===== config.mk =====
export PLATFORM = sky130hd
export DESIGN_NAME = maex_ctrl
export DESIGN_NICKNAME = d
export VERILOG_FILES = /design/src/maex_pkg.sv /design/src/maex_ctrl.sv
export SDC_FILE = /design/constraint.sdc
export NUM_CORES = 1
export LEC_CHECK = 0
export BUFFER_PORTS_ARGS = -buffer_cell sky130_fd_sc_hd__buf_2
export CORE_AREA = 3 3 40 42
export CTS_BUF_LIST = sky130_fd_sc_hd__clkbuf_4 sky130_fd_sc_hd__clkbuf_8 sky130_fd_sc_hd__clkbuf_16
export DETAILED_ROUTE_END_ITERATION = 8
export DIE_AREA = 0 0 43 45
export PLACE_DENSITY_LB_ADDON = 0.12
export SKIP_CTS_REPAIR_TIMING = 1
export SKIP_LAST_GASP = 1
export SLEW_MARGIN = 20
export SYNTH_ARGS = -nofsm -noshare
export SYNTH_HDL_FRONTEND = slang
export SYNTH_SLANG_ARGS = --single-unit

===== constraint.sdc =====
create_clock -name clk -period 1.6 [get_ports clk]
set_input_delay 0.08 -clock clk [delete_from_list [all_inputs] [get_ports clk]]
set_output_delay 0.08 -clock clk [all_outputs]
set_load 0.02 [all_outputs]

===== src/maex_pkg.sv =====
// Shared types, opcode constants and helper functions for the integer execute block.
package maex_pkg;

    typedef struct packed {
        logic [31:0] instruction;
        logic [31:0] rs_value;
        logic [31:0] rt_value;
        logic [31:0] rd_value;
    } op_word_t;

    typedef struct packed {
        logic        write_enable;
        logic [4:0]  dest_index;
        logic [31:0] write_value;
        logic        unhandled;
    } res_word_t;

    typedef enum logic [1:0] {
        CLS_SIMPLE,
        CLS_MUL,
        CLS_DIV
    } op_class_t;

    // Controller to datapath commands.
    typedef struct packed {
        logic load;
        logic mul_capture;
        logic acc_write;
        logic div_start;
        logic div_step;
        logic div_write;
        logic out_load;
    } maex_cmd_t;

    // Datapath to controller status.
    typedef struct packed {
        op_class_t cls;
        logic      div_last;
    } maex_sts_t;

    // Primary opcodes.
    localparam logic [5:0] OP_SPECIAL = 6'd0;
    localparam logic [5:0] OP_ADDI    = 6'd8;
    localparam logic [5:0] OP_ADDIU   = 6'd9;
    localparam logic [5:0] OP_SLTI    = 6'd10;
    localparam logic [5:0] OP_SLTIU   = 6'd11;
    localparam logic [5:0] OP_ANDI    = 6'd12;
    localparam logic [5:0] OP_ORI     = 6'd13;
    localparam logic [5:0] OP_XORI    = 6'd14;
    localparam logic [5:0] OP_LUI     = 6'd15;
    localparam logic [5:0] OP_SPECIAL3 = 6'd31;

    // SPECIAL function codes.
    localparam logic [5:0] FN_SLL   = 6'd0;
    localparam logic [5:0] FN_SRL   = 6'd2;
    localparam logic [5:0] FN_SRA   = 6'd3;
    localparam logic [5:0] FN_SLLV  = 6'd4;
    localparam logic [5:0] FN_SRLV  = 6'd6;
    localparam logic [5:0] FN_SRAV  = 6'd7;
    localparam logic [5:0] FN_MOVZ  = 6'd10;
    localparam logic [5:0] FN_MOVN  = 6'd11;
    localparam logic [5:0] FN_MFHI  = 6'd16;
    localparam logic [5:0] FN_MTHI  = 6'd17;
    localparam logic [5:0] FN_MFLO  = 6'd18;
    localparam logic [5:0] FN_MTLO  = 6'd19;
    localparam logic [5:0] FN_CLZ   = 6'd22;
    localparam logic [5:0] FN_CLO   = 6'd23;
    localparam logic [5:0] FN_MULT  = 6'd24;
    localparam logic [5:0] FN_MULTU = 6'd25;
    localparam logic [5:0] FN_DIV   = 6'd26;
    localparam logic [5:0] FN_DIVU  = 6'd27;
    localparam logic [5:0] FN_MADD  = 6'd28;
    localparam logic [5:0] FN_MADDU = 6'd29;
    localparam logic [5:0] FN_ADD   = 6'd32;
    localparam logic [5:0] FN_ADDU  = 6'd33;
    localparam logic [5:0] FN_SUB   = 6'd34;
    localparam logic [5:0] FN_SUBU  = 6'd35;
    localparam logic [5:0] FN_AND   = 6'd36;
    localparam logic [5:0] FN_OR    = 6'd37;
    localparam logic [5:0] FN_XOR   = 6'd38;
    localparam logic [5:0] FN_NOR   = 6'd39;
    localparam logic [5:0] FN_SLT   = 6'd42;
    localparam logic [5:0] FN_SLTU  = 6'd43;
    localparam logic [5:0] FN_MAX   = 6'd44;
    localparam logic [5:0] FN_MIN   = 6'd45;
    localparam logic [5:0] FN_MSUB  = 6'd46;
    localparam logic [5:0] FN_MSUBU = 6'd47;

    // SPECIAL3 function codes and BSHFL selectors.
    localparam logic [5:0] FN_EXT    = 6'd0;
    localparam logic [5:0] FN_INS    = 6'd4;
    localparam logic [5:0] FN_BSHFL  = 6'd32;
    localparam logic [4:0] SEL_WSBH  = 5'd2;
    localparam logic [4:0] SEL_WSBW  = 5'd3;
    localparam logic [4:0] SEL_SEB   = 5'd16;
    localparam logic [4:0] SEL_BITREV = 5'd20;
    localparam logic [4:0] SEL_SEH   = 5'd24;

    localparam logic [4:0] SEL_ROTATE = 5'd1;

    // Leading zero count by binary narrowing.
    function automatic logic [5:0] lead_zeros(input logic [31:0] v);
        logic [31:0] x;
        logic [5:0]  n;
        x = v;
        n = 6'd0;
        if (x == 32'd0) begin
            n = 6'd32;
        end
        else begin
            if (x[31:16] == 16'd0) begin n = n + 6'd16; x = x << 16; end
            if (x[31:24] == 8'd0)  begin n = n + 6'd8;  x = x << 8;  end
            if (x[31:28] == 4'd0)  begin n = n + 6'd4;  x = x << 4;  end
            if (x[31:30] == 2'd0)  begin n = n + 6'd2;  x = x << 2;  end
            if (x[31] == 1'b0)     begin n = n + 6'd1;               end
        end
        return n;
    endfunction

endpackage


===== src/maex_ctrl.sv =====
// Sequencing state machine for the integer execute block.
module maex_ctrl (
    input  logic                clk,
    input  logic                rst_n,
    input  logic                op_valid,
    output logic                op_stall,
    output logic                res_valid,
    input  logic                res_stall,
    input  maex_pkg::maex_sts_t sts,
    output maex_pkg::maex_cmd_t cmd
);
    import maex_pkg::*;

    typedef enum logic [2:0] {
        S_IDLE,
        S_EXEC,
        S_ACC,
        S_DIV,
        S_FIN
    } state_t;

    state_t state_reg, state_next;
    logic   out_valid_reg, out_valid_next;
    logic   out_free, accept;

    assign out_free = !out_valid_reg || !res_stall;
    assign accept   = op_valid && (state_reg == S_IDLE);

    always_comb begin
        cmd            = '0;
        state_next     = state_reg;
        out_valid_next = out_valid_reg && res_stall;
        case (state_reg)
            S_IDLE: begin
                if (accept) begin
                    cmd.load   = 1'b1;
                    state_next = S_EXEC;
                end
            end
            S_EXEC: begin
                case (sts.cls)
                    CLS_MUL: begin
                        cmd.mul_capture = 1'b1;
                        state_next      = S_ACC;
                    end
                    CLS_DIV: begin
                        cmd.div_start = 1'b1;
                        state_next    = S_DIV;
                    end
                    default: begin
                        if (out_free) begin
                            cmd.out_load   = 1'b1;
                            out_valid_next = 1'b1;
                            state_next     = S_IDLE;
                        end
                    end
                endcase
            end
            S_ACC: begin
                cmd.acc_write = 1'b1;
                state_next    = S_FIN;
            end
            S_DIV: begin
                cmd.div_step = 1'b1;
                if (sts.div_last) begin
                    state_next = S_FIN;
                end
            end
            S_FIN: begin
                if (out_free) begin
                    cmd.out_load   = 1'b1;
                    out_valid_next = 1'b1;
                    state_next     = S_IDLE;
                end
            end
            default: state_next = S_IDLE;
        endcase
        // Quotient is complete in S_FIN; commit HI:LO together with the result load.
        if (state_reg == S_FIN && sts.cls == CLS_DIV && out_free) begin
            cmd.div_write = 1'b1;
        end
    end

    always_ff @(posedge clk or negedge rst_n) begin
        if (!rst_n) begin
            state_reg     <= S_IDLE;
            out_valid_reg <= 1'b0;
        end
        else begin
            state_reg     <= state_next;
            out_valid_reg <= out_valid_next;
        end
    end

    assign op_stall  = (state_reg != S_IDLE);
    assign res_valid = out_valid_reg;

    a_load_only_idle: assert property (@(posedge clk) disable iff (!rst_n)
        cmd.load |-> state_reg == S_IDLE)
        else $error("operands loaded outside idle");

    a_valid_source: assert property (@(posedge clk) disable iff (!rst_n)
        $rose(out_valid_reg) |-> $past(state_reg == S_EXEC || state_reg == S_FIN))
        else $error("result valid without a finishing step");

    a_no_overwrite: assert property (@(posedge clk) disable iff (!rst_n)
        cmd.out_load |-> (!out_valid_reg || !res_stall))
        else $error("result overwritten while stalled");

    a_div_write_once: assert property (@(posedge clk) disable iff (!rst_n)
        cmd.div_write |-> cmd.out_load && sts.cls == CLS_DIV)
        else $error("divide commit apart from result load");

endmodule


==> results_dict.tcl, run 1 <==
set metrics [dict create \
    port_buffers 15 \
    syn_to_final_growth_pct 36.7 \
    grt_max_degree 12 \
    setup.worst_path.end "cmd[0]" \
    syn-num-nets 44 \
    die_x_um 43 \
    synthTopCellsByArea "dfrtp_1 (31%), ha_1 (7.8%), nor3b_2 (7.8%)" \
    vias_per_cell 4.32 \
    slew_viol_final 0 \
    yosysMostFrequentCell "dfrtp_1" \
    pin_count 16 \
    fmax_mhz 711 \
    worstHoldPathCells 3 \
    status "complete, no violations" \
    hold_viol 0 \
    syn_area_per_cell_um2 9.15 \
    synth_common_cells "dfrtp_1 (4), inv_1 (3), nand2b_1 (3), nor2_1 (3)" \
    largest_register_ffs 3 \
    worstSetupEndpointType "output pin" \
    cts-htree-levels 1 \
    grt_usage_pct 8.26 \
    setup_tns_ns 0 \
    stdcell_area_um2 438 \
    grt.overflow.total 0 \
    cts_max_path_buffers 2 \
    skew_ns 0.00132 \
    placed_area_um2 403 \
    crit_arrival_ns 1.33 \
    synth_edf_count 0 \
    grt_pass1_wl_um 1080 \
    nFillCells 140 \
    detail-route-antenna-nets 0 \
    dieArea_um2 1940 \
    setup_viol 0 \
    r2r-start "state_reg[2]" \
    insertion_delay_ns 0.23 \
    cp.required_ns 1.52 \
    seqPwrFrac_pct 29.8 \
    worst_pin_slew_ns 0.288 \
    drt-total-wl_um 684 \
    insertedDiodeCount 0 \
    async_reset_ff_share_pct 100 \
    internal_power_uw 440 \
    comb_power_share_pct 55.2 \
    synth_area_leader_cell "dfrtp_1" \
    grt_pass1_vias 274 \
    antenna_found_initial 0 \
    cp-startpoint "state_reg[0]" \
    reg2regPathDepth 3 \
    slew_headroom_pct 80.8 \
    clkSinkCount 4 \
    power_density_nw_per_um2 1860 \
    leakage_nw 0.241 \
    p_sw_uw 375 \
    hpwl_um 551 \
    yosysSeqAreaShare_pct 31.3 \
    layout-drive-gt1-share_pct 50.9 \
    row_count 13 \
    wl_per_cell_um 10.1 \
    p_total_uw 815 \
    drtIter0Drc 2 \
    gp_congestion 0.623 \
    crit_path_start_kind "flop" \
    vias 294 \
    syn_area_um2 320 \
    yosysUniqueCellTypes 21 \
    drcViolationCount 0 \
    max_cap_violations 0 \
    nets 64 \
    coreArea_um2 1280 \
    firstDrtPassIters 2 \
    pwr-share-clk_pct 15.0 \
    yosysWarnings 0 \
    critical_path_class "reg -> out" \
    syn_inst 35 \
    ys.flop_type "dfrtp_1" \
    hold_path.class "in -> reg" \
    synth_top_area_share_pct 31.3 \
    fin_util_pct 34.1 \
    root_buffer "clkbuf_4" \
    reg2reg_slack_ns 0.51 \
    ir_drop_uv 771 \
    cts_buffers 3 \
    synth_seq_cells 4 \
    cp_max_fo 11 \
    initial_utilization_pct 24.9 \
    holdWs_ns 0.144 \
    min_period_ns 1.41 \
    r2r-end "res_valid" \
    fp.dieH_um 45 \
    period_share_pct 87.9 \
    cts_tree "built" \
    swShare_pct 46.0 \
    rsz0062_at_grt "false" \
    clkSlewWorstSetupHoldPaths_ns 0.04 \
]
[placed cells by master, fill, tap and decap left out]
master / synthesis / layout
a21oi_1: 1 / 1
a21oi_2: 1 / 1
a2bb2oi_1: 1 / 1
a31oi_1: 1 / 1
and3_1: 1 / 1
and3_2: 2 / 2
and3b_2: 1 / 1
buf_2: 0 / 15
clkbuf_4: 0 / 3
dfrtp_1: 4 / 4
dlygate4sd3_1: 0 / 1
ha_1: 2 / 2
inv_1: 3 / 3
mux2_1: 1 / 1
nand2_1: 2 / 2
nand2b_1: 3 / 3
nand3_1: 1 / 1
nor2_1: 3 / 2
nor2_2: 1 / 2
nor2b_1: 1 / 1
nor3b_2: 2 / 2
o21ai_0: 2 / 2
or3_4: 1 / 1
[logic make-up after synthesis]
| group | count (synthesis) | share of synthesized area, % |
|---|---|---|
| buffers and inverters | 4 | 7.03 |
| AO/OA/AOI/OAI | 6 | 12.1 |
| AND/OR/NAND/NOR | 18 | 38.3 |
| adder cells (fa/ha/maj) | 2 | 7.81 |
| flip-flops | 4 | 31.3 |
| multiplexers | 1 | 3.52 |
[metal layers]
layer  global-route usage (%)  share of wire [%]  vias up  routed length, um
met4                     10.8                1.3        0                  9
met1                     8.74                 45      127                306
li1                         -                  -      157                  -
met3                     1.20                5.6        2                 38
met2                     12.6                 48        8                330
met5                        0                  0        -                  0
[worst min-delay path by stage]
stage,startpoint,end
after floorplan,rst_n,res_valid
after global placement,rst_n,res_valid
after detailed placement,rst_n,res_valid
after CTS,rst_n,res_valid
after global routing,res_stall,state_reg[2]
final,res_stall,res_valid
[per-stage QoR]
step	setup slack, ns	std cells
floorplan	0.445	35
global placement	0.410	64
detailed placement	0.422	64
CTS	0.140	67
global route	0.0257	68
finish	0.194	68
[power groups by stage]
stage / registers (mW) / logic [mW] / clock network, mW
global route: 0.263 / 0.498 / 0.139
detailed placement: 0.243 / 0.451 / 0
global placement: 0.244 / 0.453 / 0
CTS: 0.242 / 0.453 / 0.132
finish: 0.243 / 0.450 / 0.122
floorplan: 0.217 / 0.367 / 0
[final cells by class]
cell class / count / area, um^2 / area share [%]
Multi-Input combinational cell: 27 / 200 / 45.7
Tap cell: 15 / 18.8 / 4.29
Timing Repair Buffer: 16 / 85.1 / 19.4
Sequential cell: 4 / 100 / 22.9
Inverter: 3 / 11.3 / 2.57
Clock buffer: 3 / 22.5 / 5.14
[critical path, cell delays in order (launching register included)]
cell and delay [ns]:
dfrtp_1 0.47, nor3b_2 0.25, a31oi_1 0.10, a21oi_2 0.12, buf_2 0.17
(Power assumes the default switching activity.)
==> run 2: changes to the inputs <==
--- a/config.mk
+++ b/config.mk
@@ -6,10 +6,10 @@
 export NUM_CORES = 1
 export LEC_CHECK = 0
 export BUFFER_PORTS_ARGS = -buffer_cell sky130_fd_sc_hd__buf_2
-export CORE_AREA = 3 3 40 42
+export CORE_AREA = 2 2 39 41
 export CTS_BUF_LIST = sky130_fd_sc_hd__clkbuf_4 sky130_fd_sc_hd__clkbuf_8 sky130_fd_sc_hd__clkbuf_16
 export DETAILED_ROUTE_END_ITERATION = 8
-export DIE_AREA = 0 0 43 45
+export DIE_AREA = 0 0 41 43
 export PLACE_DENSITY_LB_ADDON = 0.12
 export SKIP_CTS_REPAIR_TIMING = 1
 export SKIP_LAST_GASP = 1
==> run 2 against run 1 <==
  * Sequential share of layout area increased by 0.065 points
  * Non-clock buffer count unchanged
  * Highest routed layer is now met3
  * Via count increased by 0.68%
  * Worst setup slack got worse by 0.018 ns
  * Register-to-register slack about the same
  * Clock power about the same
==> results_dict.tcl, run 2 (synthesis gave the netlist of run 1 again) <==
set metrics [dict create \
    grt_pass1_vias 256 \
    nets 64 \
    gp_congestion 0.635 \
    vias 296 \
    fp.dieH_um 43 \
    min_period_ns 1.42 \
    clkSinkCount 4 \
    wl_per_cell_um 10.0 \
    worst_pin_slew_ns 0.305 \
    fin_util_pct 31.6 \
    rsz0062_at_grt "false" \
    drcViolationCount 0 \
    status "complete, no violations" \
    worstSetupEndpointType "output pin" \
    pin_count 16 \
    stdcell_area_um2 437 \
    cts_max_path_buffers 2 \
    hold_viol 0 \
    grt_pass1_wl_um 972 \
    antenna_found_initial 0 \
    syn_to_final_growth_pct 36.3 \
    critical_path_class "reg -> out" \
    drt-total-wl_um 691 \
    slew_headroom_pct 79.6 \
    insertedDiodeCount 0 \
    slew_viol_final 0 \
    layout-drive-gt1-share_pct 49.1 \
    row_count 14 \
    final_cell_mix "buf_2 (15), dfrtp_1 (4)" \
    detail-route-antenna-nets 0 \
    coreArea_um2 1380 \
    grt_max_degree 12 \
    layout.cells.non_filler 69 \
    leakage_nw 0.241 \
    ir_drop_uv 618 \
    die_x_um 41 \
    dp_cells 65 \
    crit_arrival_ns 1.34 \
    port_buffers 15 \
    grt.overflow.total 0 \
    cts_buffers 3 \
    hpwl_um 545 \
    p_total_uw 811 \
    hold_path.class "in -> reg" \
    placed_area_um2 404 \
    largest_register_ffs 3 \
    cts-htree-levels 1 \
    firstDrtPassIters 2 \
    dieArea_um2 1760 \
    cp_max_fo 11 \
    drtIter0Drc 3 \
    power_density_nw_per_um2 1860 \
    setup_viol 0 \
    max_cap_violations 0 \
    cp.required_ns 1.52 \
    cts_tree "built" \
    grt_usage_pct 8.69 \
    vias_per_cell 4.29 \
    final_common_cell "buf_2" \
    root_buffer "clkbuf_4" \
    setup_tns_ns 0 \
    holdWs_ns 0.152 \
    dp_slack_ns 0.430 \
    period_share_pct 89.0 \
    clkSlewWorstSetupHoldPaths_ns 0.04 \
    crit_path_start_kind "flop" \
    initial_utilization_pct 23.1 \
    fmax_mhz 702 \
    insertion_delay_ns 0.23 \
    skew_ns 0.00243 \
    setup_slack_ns 0.176 \
]
==> run 2: cell count changes in the layout (fill, tap and decap cells not counted) <==
cell / before / now
nor2_1: 2 / 3
nor2_2: 2 / 1
==> run 2: worst paths after layout <==
| path | slack [ns] | end | from | cells past startpoint |
|---|---|---|---|---|
| worst max-delay path | 0.18 | cmd[0] | state_reg[0] | 4 |
| worst min-delay path | 0.15 | state_reg[0] | sts[0] | 4 |
| worst max register to register | 0.51 | res_valid | state_reg[2] | 3 |
| worst min register to register | 0.55 | state_reg[1] | state_reg[2] | 1 |
| max in group asynchronous | 1.31 | state_reg[2] | rst_n | 2 |
| min in group asynchronous | 0.18 | res_valid | rst_n | 2 |
==> run 2: per-layer routing <==
layer  track usage (%)  up-vias  part of all wire (%)
met5                 0        -                     0
met1              9.18      132                    45
met3              3.14        0                   5.2
li1                  -      155                     -
met4              8.00        0                     0
met2              12.5        9                    49
==> run 2: critical path: stages (launching register included) <==
cell	delay (ns)
dfrtp_1	0.48
nor3b_2	0.25
a31oi_1	0.10
a21oi_2	0.12
buf_2	0.17
==> run 2: power by group <==
group	internal (mW)	leakage [nW]	switching (mW)
Sequential	0.151	0.0508	0.0925
Combinational	0.202	0.176	0.243
Clock	0.0838	0.0138	0.0390
Total	0.436	0.241	0.374
==> run 2: area by class of cell <==
| type | instances | area, um^2 |
|---|---|---|
| Clock buffer | 3 | 22.5 |
| Fill cell | 152 | 947 |
| Inverter | 3 | 11.3 |
| Multi-Input combinational cell | 27 | 198 |
| Sequential cell | 4 | 100 |
| Tap cell | 16 | 20.0 |
| Timing Repair Buffer | 16 | 85.1 |
